===== src/design/ism_pkg.sv =====
// Shared types and codes for the interval set merge and query block.
package ism_pkg;

    localparam int OP_W     = 2;
    localparam int STATUS_W = 2;

    typedef enum logic [OP_W-1:0] {
        OP_CLEAR  = 2'd0,
        OP_ADD    = 2'd1,
        OP_FINISH = 2'd2,
        OP_QUERY  = 2'd3
    } t_op;

    typedef enum logic [STATUS_W-1:0] {
        ST_OK           = 2'd0,
        ST_FULL         = 2'd1,
        ST_NOT_FINISHED = 2'd2
    } t_status;

    typedef struct packed {
        logic ins;
        logic del;
    } t_cell_ctl;

endpackage


===== src/design/ism_cell.sv =====
// One storage cell of the sorted interval chain with its local compares.
module ism_cell import ism_pkg::*; #(
    parameter int KEY_BITS = 31,
    parameter int CNT_W    = 7,
    parameter int IDX      = 0
) (
    input  logic                i_clk,
    input  t_cell_ctl           i_ctl,
    input  logic [CNT_W-1:0]    i_count,
    input  logic [CNT_W-1:0]    i_cursor,
    input  logic [KEY_BITS-1:0] i_new_s,
    input  logic [KEY_BITS-1:0] i_new_e,
    input  logic [KEY_BITS-1:0] i_key,
    input  logic [KEY_BITS-1:0] i_succ,
    input  logic [KEY_BITS-1:0] i_left_s,
    input  logic [KEY_BITS-1:0] i_left_e,
    input  logic                i_left_lt,
    input  logic                i_left_gt,
    input  logic [KEY_BITS-1:0] i_right_s,
    input  logic [KEY_BITS-1:0] i_right_e,
    output logic [KEY_BITS-1:0] o_s,
    output logic [KEY_BITS-1:0] o_e,
    output logic                o_lt,
    output logic                o_gt,
    output logic                o_ov,
    output logic                o_hit,
    output logic                o_inv,
    output logic                o_sel,
    output logic [KEY_BITS-1:0] o_sel_start
);

    localparam logic [CNT_W-1:0] MY_IDX   = CNT_W'(IDX);
    localparam logic [CNT_W-1:0] NEXT_IDX = CNT_W'(IDX + 1);

    logic [KEY_BITS-1:0] r_s;
    logic [KEY_BITS-1:0] r_e;
    logic                w_valid;
    logic                w_rvalid;

    assign w_valid  = MY_IDX < i_count;
    assign w_rvalid = NEXT_IDX < i_count;

    assign o_s  = r_s;
    assign o_e  = r_e;
    // An empty cell sorts above every interval.
    assign o_lt = !w_valid || (i_new_s < r_s) || ((i_new_s == r_s) && (i_new_e < r_e));
    assign o_gt = w_valid && (r_s > i_succ);
    assign o_ov = w_rvalid && (r_e >= i_right_s);

    assign o_hit       = w_valid && (r_s <= i_key) && (i_key < r_e);
    assign o_inv       = w_valid && (r_s <= i_succ) && (i_succ < r_e);
    assign o_sel       = o_gt && !i_left_gt;
    assign o_sel_start = o_sel ? r_s : '0;

    always_ff @(posedge i_clk) begin
        if (i_ctl.ins && o_lt) begin
            if (i_left_lt) begin
                r_s <= i_left_s;
                r_e <= i_left_e;
            end else begin
                r_s <= i_new_s;
                r_e <= i_new_e;
            end
        end else if (i_ctl.del) begin
            if (MY_IDX == i_cursor) begin
                r_e <= (i_right_e > r_e) ? i_right_e : r_e;
            end else if (MY_IDX > i_cursor) begin
                r_s <= i_right_s;
                r_e <= i_right_e;
            end
        end
    end

endmodule


===== config.mk =====
export PLATFORM = sky130hd
export DESIGN_NAME = ism_cell
export DESIGN_NICKNAME = d
export VERILOG_FILES = /design/src/design/ism_pkg.sv /design/src/design/ism_cell.sv
export SDC_FILE = /design/constraint.sdc
export NUM_CORES = 1
export LEC_CHECK = 0
export BUFFER_PORTS_ARGS = -buffer_cell sky130_fd_sc_hd__buf_4
export CORE_MARGIN = 4
export CORE_UTILIZATION = 30
export CTS_CLUSTER_DIAMETER = 40
export DETAILED_ROUTE_END_ITERATION = 16
export PLACE_DENSITY = 0.61
export SLEW_MARGIN = 10
export SYNTH_ARGS = -nofsm -noshare
export SYNTH_HDL_FRONTEND = slang
export SYNTH_SLANG_ARGS = --single-unit

===== constraint.sdc =====
create_clock -name i_clk -period 4.5 [get_ports i_clk]
set_input_delay 0 -clock i_clk [delete_from_list [all_inputs] [get_ports i_clk]]
set_output_delay 0 -clock i_clk [all_outputs]
set_load 0.05 [all_outputs]

==> run_results.csv, run 1 <==
group,metric,value,unit
outcome,status,"finished clean",
clock_tree,h-tree-depth,3,
final_layout,multi_input_area,6944,um^2
min_path,holdPathStages,3,
critical_path,cp-start-kind,"register",
drt,drt_pass1_iterations,7,
drt,ant_nets,0,
yosys,ys_warn_count,0,
sta,fin_crit_sh,80.91,%
final_layout,fin_nets,1921,
critical_path,crit_fanout,16,
critical_path,r2r_cells,10,
yosys,yosysUniqueCellTypes,49,
sta,min_period,3641,ps
yosys,synth_top_area_share,32.21,%
global_routing,grt_pass1_vias,9604,
yosys,synthTopCellsByCount,"ha_1 (245), inv_1 (161), a21o_1 (81), a21oi_1 (72)",
global_routing,grt_pass1_wl,54790,um
clock_tree,clkSlewWorstSetupHoldPaths,60,ps
sta,setup_viol,0,
clock_tree,cts-root-buf,"clkbuf_16",
sta,fmax,274.6,MHz
sta,relSlewSlack,50.75,%
sta,rsz0062_at_grt,"no",
final_layout,seq_area,1862,um^2
yosys,ys_ff_latch,62,
yosys,yosys.area.top_type,"ha_1",
yosys,ys.flop_type,"edfxtp_1",
sta,max_slew.worst_pin.slew,736.4,ps
clock_tree,cts_setup_buffers,0,
drt,wirelength,37930,um
final_layout,nFillCells,3107,
clock_tree,insertion_delay,340,ps
drt,routed-via-count,9126,
sta,tns,0,ps
placed_design,place_hpwl,32870,um
yosys,synthCells,1009,
yosys,yosysMostFrequentCell,"ha_1",
placed_design,place.gp.congestion,0.9157,
final_layout,drive_gt1_share,32.51,%
global_routing,met1_usage,25.45,%
yosys,synth-seq-area-share,19.56,%
clock_tree,cts_made_buffers,9,
power_and_ir_drop,netSwitchingFraction,42.55,%
flow_run,drv_cap,0,
global_routing,grt_max_degree,41,
global_routing,grt_most_used_layer,"met2",
yosys,syn_area,9518,um^2
global_routing,use_met2,37.76,%
floorplan,core_area,30910,um^2
yosys,synth_edf_count,62,
critical_path,cp_data_arrival_time,3720,ps
global_routing,grt.total_usage,21.01,%
drt,drtIter0Drc,366,
power_and_ir_drop,peakVddDrop,150.6,uV
critical_path,required,4580,ps
global_routing,grt.overflow.total,0,
clock_tree,clockBufferDepth,2,
critical_path,reg2reg_slack,860,ps
final_layout,syn_to_final_growth,39.63,%
floorplan,die_h,186.1,um
placed_design,port_buffers,365,
min_path,hold_path.class,"in -> reg",
floorplan,ios,366,
power_and_ir_drop,internal-power,0.001823,W
clock_tree,ctsResizeCount,0,
power_and_ir_drop,p_per_area,238.8,nW/um^2
drt,viasPerCell,5.048,
power_and_ir_drop,p_leak,7.325,nW
yosys,synth_area_leaders,"ha_1 (32%), edfxtp_1 (20%), mux2i_1 (6.5%), a21o_1 (6.4%), inv_1 (6.3%)",
floorplan,die_x,186.1,um
power_and_ir_drop,pwr-share-seq,25.3,%
power_and_ir_drop,power.share.clock,19.8,%
yosys,async_flop_share,0,%
drt,wl_per_cell,20.98,um
critical_path,end_kind,"register",
power_and_ir_drop,switchingPower,0.001351,W
floorplan,design.die.area,34640,um^2
power_and_ir_drop,pwr-share-comb,54.9,%
critical_path,path_class,"reg -> reg",
placed_design,post-place-ws,699.4,ps
clock_tree,cts_tree,"built",
floorplan,initial_core_util,30.79,%
floorplan,std_cell_rows,64,
yosys,postSynthAreaPerCell,9.433,um^2
clock_tree,numClockSinks,62,
drt,drc_errors,0,
sta,drv_slew,0,
sta,hold_viol_final,0,
final_layout,n_antenna_cell,0,
yosys,syn_nets,1521,
global_routing,antenna_found_initial,0,
sta,skew,7.420,ps
sta,finalWorstSetupSlack,858.9,ps
global_routing,grtUsageMet3,4.612,%
==> power by group through the flow <==
stage	registers, W	clock network, W	logic, W
after floorplan	0.000977	0	0.000899
after global placement	0.000813	0	0.00169
after detailed placement	0.000816	0	0.00172
after CTS	0.000804	0.000650	0.00175
after global routing	0.000812	0.000670	0.00191
final	0.000803	0.000628	0.00174
==> cell usage in the layout (no fill, tap or decap), types with 2 or more instances in the layout <==
cell,n
a2111oi_0,2
a21oi_1,72
mux2_4,27
edfxtp_1,62
or3_1,2
nand2b_1,4
o21ai_1,3
o21a_1,2
a211oi_1,5
o21ai_0,33
buf_4,374
inv_1,160
a31oi_1,2
ha_1,245
o211ai_1,4
nor3_1,6
nand4_1,49
clkbuf_1,2
mux2i_1,62
clkinv_1,2
o31ai_1,3
a221oi_1,3
nand3_1,11
a21oi_2,2
nor2b_1,8
nor4_1,5
clkinv_2,2
dlygate4sd3_1,31
nand2_1,25
nor4_2,2
nor2_1,27
a21o_1,81
mux2_2,34
clkbuf_16,9
and2_1,32
==> path summary, 6_finish.rpt <==
| path | startpoint | endpoint |
|---|---|---|
| min | i_right_s[21] | o_s[21] |
| max reg2reg | o_s[18] | o_e[30] |
| min reg2reg | o_e[30] | o_e[30] |
| max | o_s[18] | o_e[30] |
==> kinds of logic (layout without fill, tap and decap cells) <==
group / count (synthesis) / in the layout / synth area share, %
simple gates: 178 / 178 / 10.35
compound gates: 223 / 223 / 15.21
mux: 123 / 123 / 14.80
flops: 62 / 62 / 19.56
buf+inv: 178 / 581 / 7.874
fa+ha+maj: 245 / 245 / 32.21
==> cell type report <==
cell class | count | share of cell area, %
clock buffer | 11 | 1.751
inverter | 161 | 4.547
tap | 396 | 3.728
sequential | 62 | 14.01
multi-input combinational | 769 | 52.25
clock inverter | 3 | 0.1036
timing repair buffer | 406 | 23.61
==> worst max-delay path, cell delays in order, from the launching register on <==
cell and delay, ps:
edfxtp_1 470, inv_1 70, ha_1 310, nand2_1 50, o21ai_0 380, a211oi_1 150
o31ai_1 550, a31oi_1 190, o31ai_4 440, buf_4 380, mux2_2 380
==> per-layer routing <==
| layer | vias to the layer above | part of all wire (%) |
|---|---|---|
| li1 | 4512 | - |
| met4 | 0 | 2.1 |
| met2 | 303 | 49 |
| met1 | 4274 | 42 |
| met3 | 37 | 6.7 |
| met5 | - | 0 |
==> registers in the layout (all words and copies together), names as in the netlist <==
register / flops
o_s: 31
o_e: 31
==> metrics by stage <==
step / total power, W / area, um^2 / util, % / hold WS [ps] / instances
finish: 0.003174 / 13290 / 43.00 / 24.00 / 1808
global route: 0.003391 / 13290 / 43.00 / 13.26 / 1808
CTS: 0.003207 / 13290 / 43.00 / 4.600 / 1808
detailed placement: 0.002538 / 12730 / 41.20 / 318.8 / 1763
global placement: 0.002506 / 12730 / 41.20 / 316.1 / 1763
floorplan: 0.001876 / 9518 / - / 217.5 / 1009
==> repair_timing <==
item	4_1_cts	5_1_grt
endpoints found under the hold margin	31	0
endpoints found under the setup margin	0	0
hold buffers	31	0
Power figures use the tool's default switching activity.
==> inputs of run 2 (changes only) <==
Settings changed: PLACE_DENSITY 0.61 to 0.63.
Clock period 4.5 ns to 3.3 ns, I/O delays scaled along.
==> run_results.csv, run 2 (synthesis results as in run 1) <==
group,metric,value,unit
outcome,status,"finished clean",
final_layout,syn_to_final_growth,43.01,%
floorplan,ios,366,
sta,setup_viol,0,
final_layout,drive_gt1_share,34.38,%
clock_tree,cts_tree,"built",
sta,relSlewSlack,40.54,%
clock_tree,cts-root-buf,"clkbuf_16",
clock_tree,numClockSinks,62,
final_layout,final_util,44.04,%
min_path,hold_path.class,"in -> reg",
sta,hold_viol_final,0,
critical_path,cp_data_arrival_time,3200,ps
global_routing,grt.overflow.total,0,
floorplan,die_h,186.1,um
drt,routed-wl-met3,2864,um
placed_design,port_buffers,365,
global_routing,grt_max_degree,54,
final_layout,fin_nets,1948,
clock_tree,clockBufferDepth,2,
drt,routed-via-count,9289,
drt,drc_errors,0,
power_and_ir_drop,peakVddDrop,312.8,uV
drt,wl_per_cell,20.94,um
floorplan,std_cell_rows,64,
final_layout,mostFrequentLayoutCells,"buf_4 (398), ha_1 (245), inv_1 (160)",
placed_design,post-place-ws,-51.28,ps
floorplan,initial_core_util,30.79,%
critical_path,path_class,"reg -> out",
drt,wirelength,38440,um
clock_tree,insertion_delay,340,ps
sta,drv_slew,0,
placed_design,place.gp.congestion,0.9258,
critical_path,r2r_start,"o_e[2]",
sta,rsz0062_at_grt,"no",
power_and_ir_drop,p_per_area,332.0,nW/um^2
final_layout,final_common_cell,"buf_4",
drt,drtIter0Drc,418,
power_and_ir_drop,p_leak,7.505,nW
drt,drt_pass1_iterations,4,
sta,fin_crit_sh,96.89,%
global_routing,grt.total_usage,21.36,%
flow_run,drv_cap,0,
critical_path,required,3300,ps
clock_tree,clkSlewWorstSetupHoldPaths,60,ps
drt,ant_nets,0,
critical_path,cp-startpoint,"o_e[14]",
global_routing,grt_pass1_wl,55550,um
floorplan,design.die.area,34640,um^2
drt,wl_met1,16120,um
floorplan,die_x,186.1,um
critical_path,cp-start-kind,"register",
sta,fmax,312.8,MHz
sta,skew,10.13,ps
drt,highest_layer,"met4",
min_path,worstHoldStart,"i_right_e[1]",
sta,max_slew.worst_pin.slew,892.0,ps
drt,viasPerCell,5.059,
clock_tree,cts_made_buffers,9,
critical_path,end_kind,"output port",
clock_tree,h-tree-depth,3,
critical_path,crit_fanout,3,
floorplan,core_area,30910,um^2
global_routing,grt_pass1_vias,9568,
global_routing,antenna_found_initial,0,
sta,min_period,3197,ps
placed_design,place_hpwl,33650,um
final_layout,n_antenna_cell,0,
drt,dr_wl_met2,18510,um
sta,finalWorstSetupSlack,102.7,ps
## run 2: cell count changes in the layout (fill, tap and decap cells not counted), sizes merged
cell and delta:
buf +28, bufinv +1, clkbuf -1, clkinv -1, clkinvlp +2, dlygate4sd3 -1
## run 2: routing by layer
layer | up-vias | global-route usage [%]
met5 | - | 0
met4 | 0 | 5.742
met3 | 46 | 4.319
met2 | 330 | 37.02
met1 | 4345 | 27.12
li1 | 4568 | -
## run 2: area by class of cell
cell class                      instances  area [um^2]
Clock buffer                           10        229.0
Clock inverter                          5        51.30
Fill cell                            3030        17300
Inverter                              161        608.1
Multi-Input combinational cell        769         6995
Sequential cell                        62         1862
Tap cell                              396        495.5
Timing Repair Buffer                  433         3371
## run 2: what timing repair did
item / CTS / global route
endpoints found under the setup margin: 110 / 75
hold endpoints to repair: 30 / 0
setup buffers: 4 / 0
pin swaps: 1 / 0
hold buffers: 30 / 0
gates resized for setup: 3 / 9
## run 2: final timing paths
check / end / cells past startpoint / slack [ps]
hold / removal: o_e[1] / 2 / 10
setup / recovery: o_hit / 11 / 100
setup reg to reg: o_e[15] / 12 / 160
hold reg to reg: o_e[2] / 8 / 1450
## run 2: metrics by stage
stage                     total power (W)  hold WS (ps)  TNS (ps)  instance area (um^2)  cells
after floorplan                  0.002558         217.5         0                  9525   1009
after global placement           0.003478         317.2         0                 12940   1787
after detailed placement         0.003519         319.9    -995.0                 12940   1787
after CTS                        0.004529         1.909         0                 13560   1836
after global routing             0.004810         7.719         0                 13610   1836
final                            0.004519         12.61         0                 13610   1836
## run 2: worst max-delay path, stage by stage (launching register included)
cell,delay (ps)
edfxtp_1,410
inv_1,80
buf_4,150
ha_1,280
nand4_1,120
nor2_1,70
a221oi_1,270
o21ai_0,120
a31oi_1,390
o31ai_1,240
a211oi_1,430
buf_4,280
## run 2: power breakdown
part / leakage [nW] / internal (W) / switching (W)
Sequential: 0.587 / 0.000986 / 0.0000872
Combinational: 6.78 / 0.00106 / 0.00143
Clock: 0.136 / 0.000576 / 0.000380
Total: 7.51 / 0.00262 / 0.00189
==> inputs of run 3 (changes only) <==
Settings changed: CORE_UTILIZATION 30 to 40, HOLD_SLACK_MARGIN set to 0.15, PLACE_DENSITY 0.63 to 0.78.
==> run_results.csv, run 3 (synthesis results as in run 1) <==
group,metric,value,unit
outcome,status,"finished, violations left",
outcome,violations,"setup timing",
critical_path,required,3390,ps
sta,max_slew.worst_pin.slew,977.6,ps
power_and_ir_drop,peakVddDrop,188.0,uV
sta,fin_crit_sh,100.1,%
final_layout,nFillCells,1794,
drt,drtIter0Drc,769,
critical_path,crit_top_cell,"a21oi_1",
drt,drc_errors,0,
sta,finalWorstSetupSlack,-3.436,ps
sta,drv_slew,0,
power_and_ir_drop,p_per_area,319.7,nW/um^2
critical_path,path_class,"reg -> reg",
floorplan,die_x,162.3,um
drt,routed-via-count,10285,
clock_tree,numClockSinks,62,
drt,drt_pass1_iterations,5,
final_layout,drive_gt1_share,30.39,%
global_routing,antenna_found_initial,2,
clock_tree,insertion_delay,350,ps
clock_tree,clockBufferDepth,2,
sta,tns,-3.436,ps
clock_tree,cts-root-buf,"clkbuf_16",
final_layout,fin_nets,2090,
floorplan,design.die.area,26330,um^2
global_routing,grt.total_usage,29.05,%
critical_path,crit_path_top_delay_cell,"dlygate4sd3_1",
clock_tree,cts_made_buffers,9,
critical_path,path_cells,"inv_1 -> ha_1 -> a21oi_1 -> o21ai_0 -> a21oi_1 -> o41ai_4 -> a311oi_2 -> o31ai_4 -> buf_12 -> mux2i_1 -> dlygate4sd3_1",
critical_path,crit_fanout,4,
final_layout,final_util,63.82,%
floorplan,die_h,162.3,um
drt,wl_per_cell,20.92,um
drt,viasPerCell,5.402,
floorplan,ios,366,
drt,wirelength,39830,um
sta,skew,13.16,ps
power_and_ir_drop,power,0.004790,W
critical_path,cp-start-kind,"register",
global_routing,grt.overflow.total,0,
global_routing,grt_pass1_vias,10904,
global_routing,grt_pass1_wl,59340,um
global_routing,grt_max_degree,58,
final_layout,mostFrequentLayoutCells,"buf_4 (386), ha_1 (245), dlygate4sd3_1 (185)",
clock_tree,cts_tree,"built",
clock_tree,clkSlewWorstSetupHoldPaths,60,ps
floorplan,std_cell_rows,56,
critical_path,cpPeakStageDelay,550,ps
critical_path,end_kind,"register",
clock_tree,h-tree-depth,3,
drt,ant_nets,0,
min_path,hold_path.class,"in -> reg",
sta,hold_viol_final,0,
placed_design,port_buffers,365,
placed_design,place.gp.congestion,0.9007,
sta,setup_viol,1,
sta,relSlewSlack,34.83,%
sta,fmax,302.7,MHz
floorplan,core_area,23470,um^2
flow_run,drv_cap,0,
final_layout,final_common_cell,"buf_4",
sta,rsz0062_at_grt,"yes",
placed_design,place_hpwl,30690,um
critical_path,cp_data_arrival_time,3400,ps
sta,min_period,3303,ps
final_layout,syn_to_final_growth,57.38,%
floorplan,initial_core_util,40.55,%
power_and_ir_drop,p_leak,8.094,nW
run 3: per-layer routing:
| metal | vias up | routed length, um | track usage, % |
|---|---|---|---|
| met5 | - | 0 | 0 |
| met4 | 0 | 1862 | 13.38 |
| met3 | 129 | 3213 | 5.709 |
| met2 | 525 | 19370 | 50.57 |
| met1 | 4776 | 15380 | 34.48 |
| li1 | 4855 | - | - |
run 3: repair_timing:
| item | 4_1_cts | 5_1_grt |
|---|---|---|
| resized for setup | 1 | 9 |
| hold buffers | 185 | 0 |
| pin swaps | 0 | 2 |
| cloned | 0 | 1 |
| hold endpoints to repair | 62 | 0 |
| setup endpoints to repair | 1 | 38 |
| setup buffers | 0 | 2 |
run 3: metrics by stage:
step	hold WS [ps]	instances	worst slack (ps)	instance area, um^2
after global routing	272.9	1904	-46.16	14980
after global placement	317.0	1698	201.5	12740
after CTS	224.1	1899	20.28	14910
final	242.4	1904	-3.436	14980
after floorplan	217.5	1009	91.75	9525
after detailed placement	318.0	1698	166.5	12740
run 3: worst max-delay path: cells and delay by family (launching register included):
family          cells  cell delay, ps
compound gates      6            1320
buf+inv             3             910
flops               1             420
fa+ha+maj           1             290
mux                 1             110
run 3: path summary, 6_finish.rpt:
kind / start / endpoint / slack, ps / cells past startpoint
worst max-delay path: o_e[8] / o_s[6] / -3 / 11
worst min-delay path: i_new_s[0] / o_s[0] / 240 / 4
worst max register to register: o_e[8] / o_s[6] / -3 / 11
worst min register to register: o_e[30] / o_e[26] / 1530 / 7
run 3: layout make-up:
type	instances	area (um^2)	area share, %
antenna	2	5.005	0.03341
clock buffer	10	229.0	1.529
clock inverter	6	76.32	0.5095
inverter	161	608.1	4.059
multi-input combinational	769	6980	46.60
sequential	62	1862	12.43
tap	319	399.1	2.665
timing repair buffer	575	4820	32.17
run 3: where the power goes:
part	switching (W)	internal, W	leakage [nW]
sequential	0.0000885	0.000986	0.587
clock	0.000396	0.000654	0.149
combinational	0.00147	0.00119	7.36
total	0.00196	0.00283	8.09
